File: src/rtl/bcc_pkg.sv
// Package with the shared types, codes and reset values of the button click classifier.
package bcc_pkg;

  localparam int CNT_W = 16;
  localparam int ADDR_W = 5;
  localparam int DATA_W = 32;

  localparam logic [CNT_W-1:0] CNT_MAX = '1;

  typedef enum logic [2:0] {
    EV_NONE   = 3'd0,
    EV_SINGLE = 3'd1,
    EV_DOUBLE = 3'd2,
    EV_LONG   = 3'd3,
    EV_IN     = 3'd4,
    EV_OUT    = 3'd5
  } ev_t;

  localparam logic [1:0] MODE_CLICK   = 2'd0;
  localparam logic [1:0] MODE_BOTHWAY = 2'd1;
  localparam logic [1:0] MODE_COMBO   = 2'd2;

  localparam logic [2:0] REG_REST_LEVEL = 3'd0;
  localparam logic [2:0] REG_MODE       = 3'd1;
  localparam logic [2:0] REG_SHORT      = 3'd2;
  localparam logic [2:0] REG_LONG       = 3'd3;
  localparam logic [2:0] REG_DOUBLE_GAP = 3'd4;
  localparam logic [2:0] REG_EDGE       = 3'd5;

  localparam logic [CNT_W-1:0] SHORT_RESET      = 16'd20;
  localparam logic [CNT_W-1:0] LONG_RESET       = 16'd1000;
  localparam logic [CNT_W-1:0] DOUBLE_GAP_RESET = 16'd300;
  localparam logic [CNT_W-1:0] EDGE_RESET       = 16'd20;

  function automatic logic [CNT_W-1:0] sat_inc(input logic [CNT_W-1:0] v);
    sat_inc = (v == CNT_MAX) ? CNT_MAX : v + 1'b1;
  endfunction

endpackage

File: src/rtl/button_click_classifier_unit.sv
// Top level of the button click classifier: register port, classifier state and result register.
//
//  channel  | valid     | stall     | payload
//  ---------+-----------+-----------+------------------------------
//  input    | in_valid  | in_stall  | level
//  output   | out_valid | out_stall | event_res
//  config   | psel/penable/pwrite, pready always high | paddr, pwdata, prdata
//
// A word is taken per cycle unless stalled; its result is in the result register next cycle.
// The counter update and event decode sit between the state registers and that register.
// The input side stalls only while the result register is full and the output side stalls.
// A synchronous reset clears all counters, locks and the result valid flag, and loads
// the register defaults.
module button_click_classifier_unit (
  input  logic                         clk,
  input  logic                         rst,
  input  logic                         in_valid,
  output logic                         in_stall,
  input  logic                         level,
  output logic                         out_valid,
  input  logic                         out_stall,
  output logic [2:0]                   event_res,
  input  logic                         psel,
  input  logic                         penable,
  input  logic                         pwrite,
  input  logic [bcc_pkg::ADDR_W-1:0]   paddr,
  input  logic [bcc_pkg::DATA_W-1:0]   pwdata,
  output logic [bcc_pkg::DATA_W-1:0]   prdata,
  output logic                         pready
);

  logic                        rest_level;
  logic [1:0]                  mode;
  logic [bcc_pkg::CNT_W-1:0]   short_ticks;
  logic [bcc_pkg::CNT_W-1:0]   long_ticks;
  logic [bcc_pkg::CNT_W-1:0]   double_gap_ticks;
  logic [bcc_pkg::CNT_W-1:0]   edge_ticks;

  logic [bcc_pkg::CNT_W-1:0]   hold_count, hold_count_next;
  logic [bcc_pkg::CNT_W-1:0]   gap_count, gap_count_next;
  logic [1:0]                  click_count, click_count_next;
  logic                        press_lock, press_lock_next;
  logic                        click_lock, click_lock_next;
  logic                        in_lock, in_lock_next;
  logic                        out_lock, out_lock_next;
  bcc_pkg::ev_t                ev_next;

  logic                        accept;
  logic                        cfg_write;
  logic                        at_rest;
  logic [2:0]                  reg_sel;

  assign pready    = 1'b1;
  assign cfg_write = psel && penable && pwrite;
  assign reg_sel   = paddr[4:2];
  assign in_stall  = out_valid && out_stall;
  assign accept    = in_valid && !in_stall;
  assign at_rest   = (level == rest_level);

  always_ff @(posedge clk) begin
    if (rst) begin
      rest_level       <= 1'b0;
      mode             <= bcc_pkg::MODE_CLICK;
      short_ticks      <= bcc_pkg::SHORT_RESET;
      long_ticks       <= bcc_pkg::LONG_RESET;
      double_gap_ticks <= bcc_pkg::DOUBLE_GAP_RESET;
      edge_ticks       <= bcc_pkg::EDGE_RESET;
    end else if (cfg_write && (paddr[1:0] == 2'b00)) begin
      case (reg_sel)
        bcc_pkg::REG_REST_LEVEL: rest_level       <= pwdata[0];
        bcc_pkg::REG_MODE:       mode             <= pwdata[1:0];
        bcc_pkg::REG_SHORT:      short_ticks      <= pwdata[bcc_pkg::CNT_W-1:0];
        bcc_pkg::REG_LONG:       long_ticks       <= pwdata[bcc_pkg::CNT_W-1:0];
        bcc_pkg::REG_DOUBLE_GAP: double_gap_ticks <= pwdata[bcc_pkg::CNT_W-1:0];
        bcc_pkg::REG_EDGE:       edge_ticks       <= pwdata[bcc_pkg::CNT_W-1:0];
        default: ;
      endcase
    end
  end

  always_comb begin
    prdata = '0;
    case (reg_sel)
      bcc_pkg::REG_REST_LEVEL: prdata = {{(bcc_pkg::DATA_W-1){1'b0}}, rest_level};
      bcc_pkg::REG_MODE:       prdata = {{(bcc_pkg::DATA_W-2){1'b0}}, mode};
      bcc_pkg::REG_SHORT:
        prdata = {{(bcc_pkg::DATA_W-bcc_pkg::CNT_W){1'b0}}, short_ticks};
      bcc_pkg::REG_LONG:
        prdata = {{(bcc_pkg::DATA_W-bcc_pkg::CNT_W){1'b0}}, long_ticks};
      bcc_pkg::REG_DOUBLE_GAP:
        prdata = {{(bcc_pkg::DATA_W-bcc_pkg::CNT_W){1'b0}}, double_gap_ticks};
      bcc_pkg::REG_EDGE:
        prdata = {{(bcc_pkg::DATA_W-bcc_pkg::CNT_W){1'b0}}, edge_ticks};
      default: prdata = '0;
    endcase
  end

  // Later checks in the click path see the values left by earlier ones, as a long press
  // after a double press in the same tick must not fire.
  always_comb begin
    hold_count_next  = hold_count;
    gap_count_next   = gap_count;
    click_count_next = click_count;
    press_lock_next  = press_lock;
    click_lock_next  = click_lock;
    in_lock_next     = in_lock;
    out_lock_next    = out_lock;
    ev_next          = bcc_pkg::EV_NONE;
    case (mode)
      bcc_pkg::MODE_CLICK: begin
        if (at_rest) begin
          press_lock_next = 1'b0;
          hold_count_next = '0;
          click_lock_next = 1'b0;
          if (click_count != 2'd0) begin
            gap_count_next = bcc_pkg::sat_inc(gap_count);
            if (gap_count_next > double_gap_ticks) begin
              ev_next          = bcc_pkg::EV_SINGLE;
              gap_count_next   = '0;
              click_count_next = 2'd0;
            end
          end
        end else if (!press_lock) begin
          hold_count_next = bcc_pkg::sat_inc(hold_count);
          if (hold_count_next > short_ticks) begin
            if (!click_lock) begin
              click_lock_next = 1'b1;
              if (click_count != 2'd3) begin
                click_count_next = click_count + 2'd1;
              end
            end
            if (click_count_next > 2'd1) begin
              click_count_next = 2'd0;
              hold_count_next  = '0;
              press_lock_next  = 1'b1;
              ev_next          = bcc_pkg::EV_DOUBLE;
            end
          end
          if (hold_count_next > long_ticks) begin
            hold_count_next  = '0;
            click_lock_next  = 1'b0;
            press_lock_next  = 1'b1;
            click_count_next = 2'd0;
            ev_next          = bcc_pkg::EV_LONG;
          end
        end
      end
      bcc_pkg::MODE_BOTHWAY: begin
        if (at_rest) begin
          in_lock_next = 1'b0;
          if (!out_lock) begin
            hold_count_next = bcc_pkg::sat_inc(hold_count);
            if (hold_count_next > edge_ticks) begin
              hold_count_next = '0;
              out_lock_next   = 1'b1;
              ev_next         = bcc_pkg::EV_OUT;
            end
          end
        end else if (!in_lock) begin
          out_lock_next   = 1'b0;
          hold_count_next = bcc_pkg::sat_inc(hold_count);
          if (hold_count_next > edge_ticks) begin
            hold_count_next = '0;
            in_lock_next    = 1'b1;
            ev_next         = bcc_pkg::EV_IN;
          end
        end
      end
      default: ;
    endcase
  end

  always_ff @(posedge clk) begin
    if (rst) begin
      hold_count  <= '0;
      gap_count   <= '0;
      click_count <= 2'd0;
      press_lock  <= 1'b0;
      click_lock  <= 1'b0;
      in_lock     <= 1'b0;
      out_lock    <= 1'b0;
    end else if (accept) begin
      hold_count  <= hold_count_next;
      gap_count   <= gap_count_next;
      click_count <= click_count_next;
      press_lock  <= press_lock_next;
      click_lock  <= click_lock_next;
      in_lock     <= in_lock_next;
      out_lock    <= out_lock_next;
    end
  end

  always_ff @(posedge clk) begin
    if (rst) begin
      out_valid <= 1'b0;
    end else if (accept) begin
      out_valid <= 1'b1;
    end else if (!out_stall) begin
      out_valid <= 1'b0;
    end
  end

  always_ff @(posedge clk) begin
    if (accept) begin
      event_res <= ev_next;
    end
  end

`ifndef SYNTHESIS
  a_reset_empty: assert property (@(posedge clk) rst |=> !out_valid)
    else $error("result register not empty after reset");

  a_idle_state_hold: assert property (@(posedge clk) disable iff (rst)
    !accept |=> $stable(hold_count) && $stable(gap_count) && $stable(click_count))
    else $error("counters changed without an accepted word");

  a_combo_silent: assert property (@(posedge clk) disable iff (rst)
    accept && (mode == bcc_pkg::MODE_COMBO) |=> event_res == bcc_pkg::EV_NONE)
    else $error("event reported in combination mode");
`endif

endmodule
File: config.mk
export PLATFORM = sky130hd
export DESIGN_NAME = button_click_classifier_unit
export DESIGN_NICKNAME = d
export VERILOG_FILES = /design/src/rtl/bcc_pkg.sv /design/src/rtl/button_click_classifier_unit.sv
export SDC_FILE = /design/constraint.sdc
export NUM_CORES = 1
export LEC_CHECK = 0
export BUFFER_PORTS_ARGS = -buffer_cell sky130_fd_sc_hd__buf_2
export CAP_MARGIN = 5
export CORE_ASPECT_RATIO = 0.8
export CORE_MARGIN = 4
export CORE_UTILIZATION = 31
export DETAILED_ROUTE_END_ITERATION = 8
export PLACE_DENSITY = 0.52
export SYNTH_ARGS = -nofsm -noshare
export SYNTH_HDL_FRONTEND = slang
export SYNTH_SLANG_ARGS = --single-unit
File: constraint.sdc
create_clock -name clk -period 7 [get_ports clk]
set_clock_uncertainty 0.15 [all_clocks]
set_input_delay 1.05 -clock clk [delete_from_list [all_inputs] [get_ports clk]]
set_output_delay 1.05 -clock clk [all_outputs]
set_load 0.05 [all_outputs]
==> results.py <==
metrics = {
    "outcome": {
        "run_status": "completed",
    },
    "critical_path": {
        "setup.worst_path.end_class": "flip-flop",
        "r2r-start": "hold_count[2]$_SDFFE_PP0P_",
        "regToRegEndpoint": "hold_count[4]$_SDFFE_PP0P_",
        "reg2reg_setup_slack_ns": 0.69,
        "crit_arrival_ns": 6.45,
        "crit_path_start_kind": "flip-flop",
        "cp_data_required_time_ns": 7.14,
        "worst-setup-path-type": "reg -> reg",
        "reg2reg_depth": 22,
        "path_max_fanout": 16,
    },
    "synth": {
        "synthDominantCellAreaShare": 0.2959,
        "count_of_flip_flops_with_a_built_in_enable_after_synthesis": 3,
        "synth-compound-area-share": 0.1619,
        "synth.distinct_cells": 63,
        "synth-simple-area-share": 0.2107,
        "synth.area.mux_share": 0.08287,
        "synth-xor-area-share": 0.02320,
        "postSynth.asyncResetShare": 0,
        "post_synth_inst_count": 925,
        "ys_dominant_reg_cell": "sky130_fd_sc_hd__dfxtp_1",
        "synth_largest_area_cell": "sky130_fd_sc_hd__dfxtp_1",
        "post_synth_fa_ha_maj_area_fraction": 0.1151,
        "synth_area_per_inst_um2": 7.753,
        "synth.top_cells.by_area": "sky130_fd_sc_hd__dfxtp_1, sky130_fd_sc_hd__ha_1, sky130_fd_sc_hd__mux2i_1, sky130_fd_sc_hd__nand2_1, sky130_fd_sc_hd__a21oi_1",
        "synth-seq-cells": 109,
        "ys_seq_area_frac": 0.3084,
        "synth_warnings": 0,
        "netlist_area_um2": 7172,
        "main_combinational_cell_family_by_area_after_synthesis": "simple AND/OR/NAND/NOR gates",
    },
    "place": {
        "dpl.hpwl_mm": 14.86,
        "gp_congestion": 0.8285,
        "place_inst": 1240,
        "placed_area_um2": 7576,
        "io_buffers": 49,
    },
    "sta": {
        "setup_repair_after_global_routing_missed_its_margin": "no",
        "peak_clock_frequency_supported_by_timing_mhz": 158.6,
        "finalSetupViolations": 0,
        "maxSlewHeadroom": 0.3217,
        "post_route_clock_period_utilization": 0.9009,
        "timing.final.hold_violations": 0,
        "post-route-min-period_ns": 6.306,
        "tightest_slew_ns": 1.017,
        "final_max_slew_viol_count": 0,
        "tns_ns": 0,
        "timing.hold.ws_ns": 0.3120,
    },
    "clock_tree": {
        "cts_made_buffers": 9,
        "clk_root_buffer_cell": "sky130_fd_sc_hd__clkbuf_16",
        "tritoncts_num_sinks": 109,
        "tritoncts": "built",
        "clk_path_buf_depth": 2,
        "worst_skew_pair.late_latency_ns": 0.37,
        "htreeDepth": 3,
        "cts_hold_buffers": 0,
        "cts-resized-gates": 0,
        "cts.repair_timing.setup_buffer_count": 0,
        "cts.clk_slew.worst_paths_ns": 0.08,
    },
    "floorplan": {
        "die_area_um2": 25650,
        "start_util": 0.3170,
        "boundaryPins": 83,
        "coreArea_um2": 22620,
        "die_x_um": 178.1,
        "row_count": 49,
        "die_h_um": 144.0,
    },
    "drt": {
        "dr.pass1.iters": 6,
        "drt.antenna.violating_nets": 0,
        "dr_total_vias": 6200,
        "wl_mm": 20.27,
        "first_iter_violations": 419,
        "wl_per_cell_um": 16.13,
        "route.detailed.drc": 0,
        "vias_per_cell": 4.936,
    },
    "global_routing": {
        "grt_pass1_vias": 5782,
        "grt_max_degree": 84,
        "grt.overflow.total": 0,
        "grt_antenna_before_repair": 0,
        "track_usage": 0.1606,
        "global_route_wire_length_before_repair_mm": 32.28,
    },
    "pwr": {
        "power-per-cell-area_nw_per_um2": 159.5,
        "leakagePower_nw": 3.608,
        "total_power_mw": 1.253,
        "vdd_ir_drop_max_v": 0.0001129,
    },
    "run": {
        "maxCapViolCount": 0,
    },
    "final_layout": {
        "area_growth_pct": 9.560,
        "postLayoutCellArea_um2": 7858,
        "drive_gt1_frac": 0.1042,
        "num_antenna_cells": 0,
        "num-nets-final": 1056,
        "number_of_fill_cells_in_the_layout": 2423,
        "final-seq-area_um2": 2212,
        "area_of_combinational_cells_with_multiple_inputs_um2": 4334,
        "instances_no_fill": 1256,
    },
    "min_path": {
        "holdPathStages": 2,
        "worstHoldEndpoint": "short_ticks[1]$_SDFFE_PP0P_",
        "hold_path.class": "reg -> reg",
        "hold_path.startpoint": "short_ticks[1]$_SDFFE_PP0P_",
    },
}
==> cells in the mapped netlist, drive strengths merged, types with 2 or more instances <==
| master | count |
|---|---|
| a211o | 7 |
| a211oi | 7 |
| a21o | 3 |
| a21oi | 79 |
| a31oi | 7 |
| a41oi | 2 |
| and2 | 2 |
| and3 | 7 |
| and4 | 3 |
| buf | 35 |
| clkbuf | 28 |
| conb | 2 |
| dfxtp | 106 |
| edfxtp | 3 |
| ha | 66 |
| inv | 91 |
| mux2i | 56 |
| nand2 | 143 |
| nand2b | 6 |
| nand3 | 33 |
| nand3b | 2 |
| nand4 | 21 |
| nor2 | 78 |
| nor2b | 8 |
| nor3 | 18 |
| nor4 | 4 |
| o211ai | 9 |
| o21a | 4 |
| o21ai | 38 |
| o22ai | 17 |
| or3 | 5 |
| xnor2 | 10 |
| xor2 | 9 |
==> logic make-up after synthesis <==
kind of cell | count (synthesis)
buffers and inverters | 154
muxes | 58
AOI/OAI and AO/OA | 184
adders and majority gates | 66
other | 2
and+or+nand+nor | 333
xor gates and xnor gates | 19
DFF | 109
==> cell usage in the layout (no fill, tap or decap), types with 8 or more instances in the layout <==
cell type,n
sky130_fd_sc_hd__nor3_1,15
sky130_fd_sc_hd__mux2i_1,56
sky130_fd_sc_hd__nand3_1,32
sky130_fd_sc_hd__nor2_1,78
sky130_fd_sc_hd__nand2_1,142
sky130_fd_sc_hd__xor2_1,9
sky130_fd_sc_hd__conb_1,17
sky130_fd_sc_hd__buf_4,8
sky130_fd_sc_hd__xnor2_1,10
sky130_fd_sc_hd__buf_2,49
sky130_fd_sc_hd__inv_1,91
sky130_fd_sc_hd__o21ai_0,27
sky130_fd_sc_hd__o22ai_1,17
sky130_fd_sc_hd__a21oi_1,78
sky130_fd_sc_hd__ha_1,66
sky130_fd_sc_hd__dfxtp_1,106
sky130_fd_sc_hd__clkbuf_16,9
sky130_fd_sc_hd__o21ai_2,10
sky130_fd_sc_hd__nor2b_1,8
sky130_fd_sc_hd__o211ai_1,9
sky130_fd_sc_hd__nand4_1,21
==> per-stage QoR <==
step	util	setup slack, ns
after floorplan	-	1.779
after global placement	0.3349	0.8650
after detailed placement	0.3349	0.7563
after CTS	0.3473	0.6940
after global routing	0.3473	0.1008
final	0.3473	0.6939
==> how the worst max path moves through the flow <==
stage	from	end	slack [ns]	cells past startpoint
floorplan	hold_count[2]$_SDFFE_PP0P_	hold_count[10]$_SDFFE_PP0P_	1.78	24
global placement	hold_count[2]$_SDFFE_PP0P_	hold_count[4]$_SDFFE_PP0P_	0.87	22
detailed placement	hold_count[2]$_SDFFE_PP0P_	hold_count[4]$_SDFFE_PP0P_	0.76	22
CTS	hold_count[2]$_SDFFE_PP0P_	hold_count[4]$_SDFFE_PP0P_	0.69	22
global route	hold_count[2]$_SDFFE_PP0P_	hold_count[1]$_SDFFE_PP0P_	0.10	21
finish	hold_count[2]$_SDFFE_PP0P_	hold_count[4]$_SDFFE_PP0P_	0.69	22
==> report_power, final <==
part / internal (mW) / total [mW] / switching (mW)
registers: 0.625 / 0.627 / 0.00180
logic: 0.0259 / 0.114 / 0.0880
clock network: 0.249 / 0.513 / 0.264
total: 0.900 / 1.25 / 0.353
==> critical path, cell delays in order (launching register included) <==
cell and delay [ns]:
sky130_fd_sc_hd__dfxtp_1 0.41, sky130_fd_sc_hd__and4_1 0.27, sky130_fd_sc_hd__nand4_1 0.25, sky130_fd_sc_hd__nor3_1 0.34
sky130_fd_sc_hd__and3_1 0.21, sky130_fd_sc_hd__nand3_1 0.07, sky130_fd_sc_hd__o21ai_0 0.21, sky130_fd_sc_hd__inv_1 0.13
sky130_fd_sc_hd__ha_1 0.35, sky130_fd_sc_hd__nand4_1 0.21, sky130_fd_sc_hd__a2111o_1 0.45, sky130_fd_sc_hd__a31oi_2 0.29
sky130_fd_sc_hd__nor2b_1 0.27, sky130_fd_sc_hd__buf_4 0.28, sky130_fd_sc_hd__nor2_1 0.08, sky130_fd_sc_hd__ha_1 0.29
sky130_fd_sc_hd__a211oi_1 0.21, sky130_fd_sc_hd__nor2_1 0.08, sky130_fd_sc_hd__nor4_1 0.48, sky130_fd_sc_hd__nand3_1 0.21
sky130_fd_sc_hd__a211o_1 0.34, sky130_fd_sc_hd__o32a_4 0.44, sky130_fd_sc_hd__o21ai_0 0.19
==> metal layers <==
| metal | track usage | vias up | part of all wire |
|---|---|---|---|
| met1 | 0.2596 | 2866 | 0.56 |
| met3 | 0.03084 | 12 | 0.052 |
| met4 | 0.03051 | 0 | 0.0083 |
| met5 | 0 | - | 0 |
| met2 | 0.2172 | 146 | 0.38 |
| li1 | - | 3176 | - |
==> final cells by class <==
type / instances / area share
multi-input combinational: 677 / 0.5516
sequential: 109 / 0.2815
tap: 306 / 0.04873
inverter: 91 / 0.04347
timing repair buffer: 57 / 0.03885
clock buffer: 10 / 0.02914
clock inverter: 6 / 0.006688
==> flip-flops by register name, indices dropped and copies added (netlist names) <==
register          count
press_lock            1
rest_level            1
short_ticks          16
click_count           2
gap_count            16
out_lock              1
mode                  2
long_ticks           16
out_valid             1
event_res             3
hold_count           16
in_lock               1
edge_ticks           16
double_gap_ticks     16
click_lock            1
Note: power is estimated with default switching activity, not from simulation.
